==> config.mk <==
export PLATFORM = sky130hd
export DESIGN_NAME = lrwr_ram
export DESIGN_NICKNAME = d
export VERILOG_FILES = /design/src/design/lrwr_ram.sv
export SDC_FILE = /design/constraint.sdc
export NUM_CORES = 1
export LEC_CHECK = 0
export CORE_MARGIN = 4
export CORE_UTILIZATION = 39
export CTS_CLUSTER_DIAMETER = 150
export DETAILED_ROUTE_END_ITERATION = 7
export DONT_BUFFER_PORTS = 1
export PLACE_DENSITY = 0.57
export SETUP_SLACK_MARGIN = 0.4
export SYNTH_ARGS = -nofsm -noshare
export SYNTH_HDL_FRONTEND = slang
export SYNTH_SLANG_ARGS = --single-unit
==> constraint.sdc <==
create_clock -name clk -period 1.6 [get_ports clk]
set_input_delay 0.24 -clock clk [delete_from_list [all_inputs] [get_ports clk]]
set_output_delay 0.24 -clock clk [all_outputs]
set_load 0.05 [all_outputs]
==> src/design/lrwr_ram.sv <==
module lrwr_ram #(
  parameter int WIDTH = 8,
  parameter int DEPTH = 16
) (
  input  logic                     clk,
  input  logic                     wr_en,
  input  logic [$clog2(DEPTH)-1:0] wr_addr,
  input  logic [WIDTH-1:0]         wr_data,
  input  logic                     rd_en,
  input  logic [$clog2(DEPTH)-1:0] rd_addr,
  output logic [WIDTH-1:0]         rd_data
);

  logic [WIDTH-1:0] mem [DEPTH];

  always_ff @(posedge clk) begin
    if (wr_en) begin
      mem[wr_addr] <= wr_data;
    end
    if (rd_en) begin
      rd_data <= mem[rd_addr];
    end
  end

endmodule

==> impl_metrics.py, run 1 <==
metrics = {
    "setup_path": {
        "cp.arrival_ns": 1.57,
        "critical_path_class": "reg -> reg",
        "cp_max_fo": 1,
        "cp-start-kind": "flip-flop",
        "required_ns": 1.75,
        "end_kind": "flip-flop",
    },
    "die": {
        "die_area_um2": 15300,
        "ioPinCount": 27,
        "initial_core_util_pct": 39.6,
        "core_area_um2": 13200,
        "die_h_um": 124,
        "num_rows": 42,
        "die_w_um": 124,
    },
    "timing": {
        "timing_worst_slew_pin_value_ns": 0.844,
        "fin_setup_tns_ns": 0,
        "setup_viol": 0,
        "fin_ws_ns": 0.183,
        "fin_crit_sh_pct": 88.5,
        "slew-limit-headroom_pct": 43.5,
        "drv_slew": 0,
        "hold_viol_final": 0,
        "max_freq_mhz": 706,
        "final.min_clock_period_ns": 1.42,
        "fin_skew_ns": 0.00667,
        "rsz0062_at_grt": "yes",
    },
    "power": {
        "p_total_mw": 8.22,
        "clock_power_share_pct": 46.1,
        "power_density_nw_per_um2": 1310,
        "seqPwrFrac_pct": 49.9,
        "ir_worst_vdd_mv": 0.925,
        "p_int_mw": 6.47,
        "p_leak_nw": 1.97,
        "comb_power_share_pct": 4.0,
        "sw_frac_of_total_pct": 21.4,
        "p_switching_mw": 1.76,
    },
    "placed_design": {
        "post-place-ws_ns": 0.0866,
        "dp_hpwl_um": 6470,
        "portBuffers": 0,
        "placed_cells": 413,
        "gp_congestion": 0.703,
    },
    "cells_and_area": {
        "post-route-util_pct": 47.4,
        "layout.cells.non_filler": 454,
        "nFillCells": 1082,
        "syn2layout_area_growth_pct": 19.7,
        "seqCellArea_um2": 4080,
        "drive_gt1_share_pct": 37.8,
        "multi_input_area_um2": 1130,
        "n_antenna_cell": 0,
        "nets": 284,
    },
    "clock_network": {
        "cts_tree": "done",
        "insertion_delay_ns": 0.41,
        "cts.sinks": 136,
        "clockBufferDepth": 2,
        "ctsRootBufferMaster": "clkbuf_16",
        "cts.clk_slew.worst_paths_ns": 0.06,
        "htree_levels": 4,
        "numCtsBuffers": 17,
        "post_cts_buffers": 0,
    },
    "min_path": {
        "hold_path.class": "in -> reg",
    },
    "status": {
        "status": "completed",
    },
    "routing": {
        "detail-route-antenna-nets": 0,
        "wl_um": 10600,
        "firstDrtPassIters": 4,
        "drcViolationCount": 0,
        "drtIter0Drc": 172,
        "vias": 2341,
        "drt-wirelength-per-cell_um": 23.2,
        "via_per_inst": 5.16,
    },
    "yosys": {
        "ys_ff_latch": 136,
        "yosysUniqueCellTypes": 18,
        "mappedNetlistNets": 248,
        "synth_area_um2": 5230,
        "yosysSeqAreaShare_pct": 78.1,
        "yosys_warnings": 0,
        "syn_inst": 229,
        "avgSynthCellArea_um2": 22.8,
    },
    "global_route": {
        "grt_overflow_total": 0,
        "grt_max_degree": 33,
        "antenna_found_initial": 0,
        "grt_pass1_vias": 2568,
        "grt_pass1_wl_um": 16200,
        "track_usage_pct": 15.3,
    },
    "run": {
        "drv_cap": 0,
    },
}
==> critical path, stage by stage, from the launching register on <==
cell and delay (ns):
edfxtp_1 0.37, mux4_2 0.49, a22oi_2 0.22, nand2_1 0.09
==> area by class of cell <==
type / instances / area share, %
well taps: 176 / 3.52
clock buffers: 17 / 6.80
flip-flops and latches: 136 / 65.3
multi-input cells: 83 / 18.0
repair buffers: 27 / 4.00
clock inverters: 15 / 2.40
==> logic make-up (layout without fill, tap and decap cells) <==
logic type	Yosys count	count (layout)	share of synthesized area [%]
AOI/OAI and AO/OA	16	16	2.30
buffers and inverters	10	59	1.65
DFF	136	136	78.1
muxes	32	32	14.8
and+or+nand+nor	35	35	3.14
==> repair_timing <==
item,in CTS,in global routing
endpoints found under the hold margin,136,0
resized for setup,11,2
pin swaps,6,3
hold buffers,9,0
endpoints found under the setup margin,16,16
==> power by group through the flow <==
stage | registers (mW) | clock network, mW | logic (mW)
floorplan | 4.17 | 0 | 0.230
global placement | 4.17 | 0 | 0.240
detailed placement | 4.18 | 0 | 0.240
CTS | 4.10 | 3.86 | 0.331
global route | 4.11 | 4.04 | 0.354
finish | 4.10 | 3.79 | 0.328
==> per-layer routing <==
metal | routed length, um | part of all wire [%] | global-route usage (%)
met5 | 0 | 0 | 0
met4 | 132 | 1.3 | 5.61
met3 | 598 | 5.7 | 4.04
met2 | 5110 | 48 | 23.3
met1 | 4710 | 45 | 21.2
==> worst paths after layout <==
| check | startpoint | end | slack [ns] | cells past startpoint |
|---|---|---|---|---|
| max | mem[3][0] | rd_data[0] | 0.18 | 3 |
| min | wr_addr[1] | mem[0][7] | 0.16 | 2 |
| max reg2reg | mem[3][0] | rd_data[0] | 0.18 | 3 |
| min reg2reg | mem[12][2] | rd_data[2] | 0.76 | 3 |
==> per-stage QoR <==
step | cell area, um2 | hold WS, ns
2_1_floorplan | 5280 | 0.339
3_3_place_gp | 5540 | 0.340
3_5_place_dp | 5540 | 0.340
4_1_cts | 6250 | 0.136
5_1_grt | 6260 | 0.139
6_report | 6260 | 0.157
==> synth_stat cells, drive strengths merged <==
cell           count  area (um2)
edfxtp           136        4080
mux4              32         773
a22oi             16         120
nor2              13        48.8
nand2              9        33.8
buf                7        56.3
nor3               4        20.0
clkdlybuf4s25      3        30.0
nand2b             2        12.5
nand3b             2        15.0
and2               1        6.26
and2b              1        7.51
nand3              1        5.00
nor2b              1        6.26
or3b               1        8.76
==> sequential cells by signal, indices dropped and copies added, names as in the netlist <==
| register | flops |
|---|---|
| rd_data | 8 |
| mem | 128 |
==> cells in the final DEF (no fill, tap or decap), drive strengths merged <==
| master | Yosys | final |
|---|---|---|
| edfxtp | 136 | 136 |
| clkbuf | 0 | 17 |
| nor2b | 1 | 1 |
| nand2 | 9 | 9 |
| and2 | 1 | 1 |
| nand3b | 2 | 2 |
| nor3 | 4 | 4 |
| dlygate4sd3 | 0 | 9 |
| nand2b | 2 | 2 |
| clkinvlp | 0 | 4 |
| clkinv | 0 | 5 |
| nor2 | 13 | 13 |
| buf | 7 | 18 |
| or3b | 1 | 1 |
| nand3 | 1 | 1 |
| and2b | 1 | 1 |
| a22oi | 16 | 16 |
| mux4 | 32 | 32 |
| bufinv | 0 | 2 |
| inv | 0 | 4 |
Note: power is estimated with default switching activity, not from simulation.
==> run 2, diff against run 1 <==
- RECOVER_POWER: default -> 100
==> impl_metrics.py, run 2 (same netlist as run 1, synthesis figures left out) <==
metrics = {
    "cells_and_area": {
        "regMostFlops": "mem",
        "top_regs": "mem x128, rd_data x8",
        "post-route-util_pct": 46.2,
        "largest_reg_flops": 128,
        "most-common-layout-cells": "136 x edfxtp_1, 32 x mux4_2, 18 x clkbuf_1, 17 x clkbuf_16, 11 x nor2_1",
        "n_antenna_cell": 0,
        "fin_area_um2": 6090,
        "final_common_cell": "edfxtp_1",
        "layout.cells.non_filler": 454,
        "nets": 284,
        "drive_gt1_share_pct": 26.3,
        "syn2layout_area_growth_pct": 16.5,
    },
    "timing": {
        "final.min_clock_period_ns": 1.50,
        "fin_setup_tns_ns": 0,
        "setup_viol": 0,
        "fin_skew_ns": 0.00776,
        "slew-limit-headroom_pct": 44.1,
        "fin_crit_sh_pct": 93.6,
        "rsz0062_at_grt": "yes",
        "hold_viol_final": 0,
        "max_freq_mhz": 668,
        "timing_worst_slew_pin_value_ns": 0.835,
        "drv_slew": 0,
    },
    "power": {
        "p_total_mw": 8.20,
        "p_leak_nw": 1.88,
        "power_density_nw_per_um2": 1350,
        "ir_worst_vdd_mv": 0.944,
    },
    "clock_network": {
        "numCtsBuffers": 17,
        "cts.clk_slew.worst_paths_ns": 0.06,
        "cts.sinks": 136,
        "cts_tree": "done",
        "insertion_delay_ns": 0.41,
        "clockBufferDepth": 2,
        "htree_levels": 4,
        "ctsRootBufferMaster": "clkbuf_16",
    },
    "setup_path": {
        "cp.arrival_ns": 1.65,
        "cp_slowest_cell": "mux4_2",
        "crit_chain": "mux4_2, a22oi_1, nand2_1",
        "cp_max_fo": 1,
        "cp-start-kind": "flip-flop",
        "required_ns": 1.75,
        "max_stage_delay_ns": 0.52,
        "cp_num_buf_inv": 0,
        "path_delay_family": "multiplexers",
        "critical_path_class": "reg -> reg",
        "end_kind": "flip-flop",
        "ff2ff_setup_slack_ns": 0.10,
    },
    "routing": {
        "wl_um": 10600,
        "drt-wirelength-per-cell_um": 23.4,
        "via_per_inst": 5.19,
        "firstDrtPassIters": 4,
        "drcViolationCount": 0,
        "drtIter0Drc": 175,
        "detail-route-antenna-nets": 0,
        "vias": 2358,
    },
    "die": {
        "die_w_um": 124,
        "core_area_um2": 13200,
        "die_area_um2": 15300,
        "die_h_um": 124,
        "num_rows": 42,
        "ioPinCount": 27,
        "initial_core_util_pct": 39.6,
    },
    "placed_design": {
        "place_area_um2": 5540,
        "gp_congestion": 0.703,
        "dp_hpwl_um": 6470,
        "portBuffers": 0,
        "placed_cells": 413,
    },
    "global_route": {
        "grt_pass1_wl_um": 16200,
        "grt_pass1_vias": 2568,
        "grt_overflow_total": 0,
        "track_usage_pct": 15.3,
        "grt_max_degree": 33,
        "antenna_found_initial": 0,
    },
    "run": {
        "drv_cap": 0,
    },
    "status": {
        "status": "completed",
    },
    "min_path": {
        "hold_path.class": "in -> reg",
    },
}
## run 2: changes by cell type in the layout (fill, tap and decap cells not counted), sizes merged
cell	delta
buf	-18
clkbuf	+18
## run 2: layout make-up
class | count | area (um2)
well taps | 176 | 220
flip-flops and latches | 136 | 4080
clock buffers | 17 | 425
multi-input cells | 83 | 1050
repair buffers | 27 | 158
clock inverters | 15 | 150
fillers | 1107 | 7100
## run 2: where the power goes
group | switching (mW) | total [mW] | internal (mW) | leakage (nW)
clock network | 1.50 | 3.80 | 2.30 | 0.273
logic | 0.164 | 0.304 | 0.140 | 0.373
registers | 0.0831 | 4.10 | 4.02 | 1.24
total | 1.75 | 8.20 | 6.45 | 1.88
## run 2: repair_timing
item                       4_1_cts  5_1_grt
resized for setup               11        2
setup buffers                    0        0
pin swaps                        6        3
hold endpoints to repair       136        0
setup endpoints to repair       16       16
hold buffers                     9        0
## run 2: through the flow
step | hold WS, ns | worst slack, ns
floorplan | 0.339 | 0.160
global placement | 0.340 | 0.119
detailed placement | 0.340 | 0.0866
CTS | 0.136 | 0.170
global route | 0.256 | 0.0838
finish | 0.224 | 0.103
## run 2: worst reg2reg max path: cells and delay by family, from the launching register on
family	cells	cell delay, ns
simple gates	1	0.10
compound gates	1	0.27
mux	1	0.52
flops	1	0.35
## run 2: path summary, 6_finish.rpt
check | depth (start not counted) | start | endpoint
setup reg to reg | 3 | mem[7][0] | rd_data[0]
setup / recovery | 3 | mem[7][0] | rd_data[0]
hold reg to reg | 3 | mem[12][2] | rd_data[2]
hold / removal | 3 | rd_addr[1] | rd_data[2]
## run 2: layer usage
metal / global-route usage [%] / share of wire [%]
met5: 0 / 0
met4: 5.61 / 1.3
met3: 4.04 / 5.1
met2: 23.3 / 48
met1: 21.2 / 46
==> run 3, diff against run 2 <==
--- a/config.mk
+++ b/config.mk
@@ -6,4 +6,5 @@
 export NUM_CORES = 1
 export LEC_CHECK = 0
+export CORE_ASPECT_RATIO = 1.1
 export CORE_MARGIN = 4
 export CORE_UTILIZATION = 39
==> constraint.sdc (replaced) <==
create_clock -name clk -period 1.6 [get_ports clk]
set_input_delay 0.08 -clock clk [delete_from_list [all_inputs] [get_ports clk]]
set_output_delay 0.08 -clock clk [all_outputs]
set_load 0.05 [all_outputs]
==> impl_metrics.py, run 3 (same netlist as run 1, synthesis figures left out) <==
metrics = {
    "timing": {
        "hold_viol_final": 0,
        "hold-worst-slack_ns": 0.0410,
        "fin_crit_sh_pct": 92.1,
        "timing_worst_slew_pin_value_ns": 0.696,
        "setup_viol": 0,
        "max_freq_mhz": 678,
        "final.min_clock_period_ns": 1.47,
        "fin_ws_ns": 0.126,
        "fin_setup_tns_ns": 0,
        "rsz0062_at_grt": "yes",
        "drv_slew": 0,
        "fin_skew_ns": 0.00766,
        "slew-limit-headroom_pct": 53.6,
    },
    "setup_path": {
        "ff2ff_setup_slack_ns": 0.13,
        "crit_chain": "mux4_2, a22oi_1, nand2_1",
        "cp_max_fo": 1,
        "cp_slowest_cell": "mux4_2",
        "required_ns": 1.74,
        "critical_path_class": "reg -> reg",
        "max_stage_delay_ns": 0.47,
        "end_kind": "flip-flop",
        "cp.arrival_ns": 1.62,
        "cp-start-kind": "flip-flop",
    },
    "power": {
        "power_density_nw_per_um2": 1320,
        "ir_worst_vdd_mv": 0.839,
        "p_total_mw": 7.94,
        "p_leak_nw": 1.90,
    },
    "cells_and_area": {
        "drive_gt1_share_pct": 23.5,
        "fin_area_um2": 6030,
        "largest_reg_flops": 128,
        "nets": 284,
        "most-common-layout-cells": "136 x edfxtp_1, 31 x mux4_2, 18 x clkbuf_1, 17 x clkbuf_16, 14 x a22oi_1",
        "n_antenna_cell": 0,
        "multi_input_area_um2": 1040,
        "seqCellArea_um2": 4080,
        "post-route-util_pct": 45.8,
        "regMostFlops": "mem",
        "final_common_cell": "edfxtp_1",
        "top_regs": "mem x128, rd_data x8",
        "nFillCells": 1105,
        "layout.cells.non_filler": 438,
        "syn2layout_area_growth_pct": 15.4,
    },
    "placed_design": {
        "place_area_um2": 5470,
        "post-place-ws_ns": 0.121,
        "portBuffers": 0,
        "dp_hpwl_um": 6120,
        "placed_cells": 398,
        "gp_congestion": 0.692,
    },
    "die": {
        "initial_core_util_pct": 39.7,
        "ioPinCount": 27,
        "die_w_um": 118,
        "core_area_um2": 13200,
        "num_rows": 44,
        "die_h_um": 129,
        "die_area_um2": 15300,
    },
    "global_route": {
        "grt_max_degree": 33,
        "grt_pass1_vias": 2574,
        "grt_pass1_wl_um": 15100,
        "track_usage_pct": 13.9,
        "antenna_found_initial": 0,
        "grt_overflow_total": 0,
    },
    "routing": {
        "drtIter0Drc": 187,
        "via_per_inst": 5.45,
        "drcViolationCount": 0,
        "firstDrtPassIters": 4,
        "detail-route-antenna-nets": 0,
        "wl_um": 9920,
        "drt-wirelength-per-cell_um": 22.7,
        "vias": 2389,
    },
    "clock_network": {
        "clockBufferDepth": 2,
        "numCtsBuffers": 17,
        "ctsRootBufferMaster": "clkbuf_16",
        "post_cts_buffers": 0,
        "cts.clk_slew.worst_paths_ns": 0.05,
        "insertion_delay_ns": 0.40,
        "htree_levels": 4,
        "cts_tree": "done",
        "cts.sinks": 136,
    },
    "min_path": {
        "hold_path.class": "in -> reg",
    },
    "run": {
        "drv_cap": 0,
    },
    "status": {
        "status": "completed",
    },
}
## run 3: cell count changes in the layout (fill, tap and decap cells not counted), moves of 2 or more
cell        previous run  this run
clkinvlp_4             4         0
a22oi_1                9        14
a22oi_2                7         2
inv_6                  3         0
buf_4                  0         2
clkinv_2               3         6
## run 3: final timing paths
check                   from    endpoint  cells past startpoint
setup / recovery  mem[11][0]  rd_data[0]                      3
hold / removal    rd_addr[1]  rd_data[0]                      3
setup reg to reg  mem[11][0]  rd_data[0]                      3
hold reg to reg    mem[4][0]  rd_data[0]                      3
## run 3: what timing repair did
item,in CTS,in global routing
pin swaps,2,0
hold buffers,9,0
resized for setup,7,4
setup endpoints to repair,10,10
cloned,0,0
hold endpoints to repair,136,0
## run 3: layer usage
layer  GRT usage [%]  routed length [um]  vias up
met1            17.2                4240     1261
met2            23.4                5050       70
li1                -                   -     1042
met3            3.67                 445       16
met4            5.66                 193        0
met5               0                   0        -
## run 3: worst max-delay path: cells and delay by family, from the launching register on
family	cells	cell delay, ns
multiplexers	1	0.47
flip-flops	1	0.36
AO/OA/AOI/OAI	1	0.31
AND/OR/NAND/NOR	1	0.08
## run 3: cell type report
cell class                      count  area share (%)
Timing Repair Buffer               27            2.74
Clock buffer                       19            7.18
Tap cell                          161            3.34
Clock inverter                     12            1.83
Multi-Input combinational cell     83            17.2
Sequential cell                   136            67.7
## run 3: where the power goes
part / switching [mW] / internal (mW)
Clock: 1.30 / 2.25
Combinational: 0.150 / 0.139
Sequential: 0.0848 / 4.02
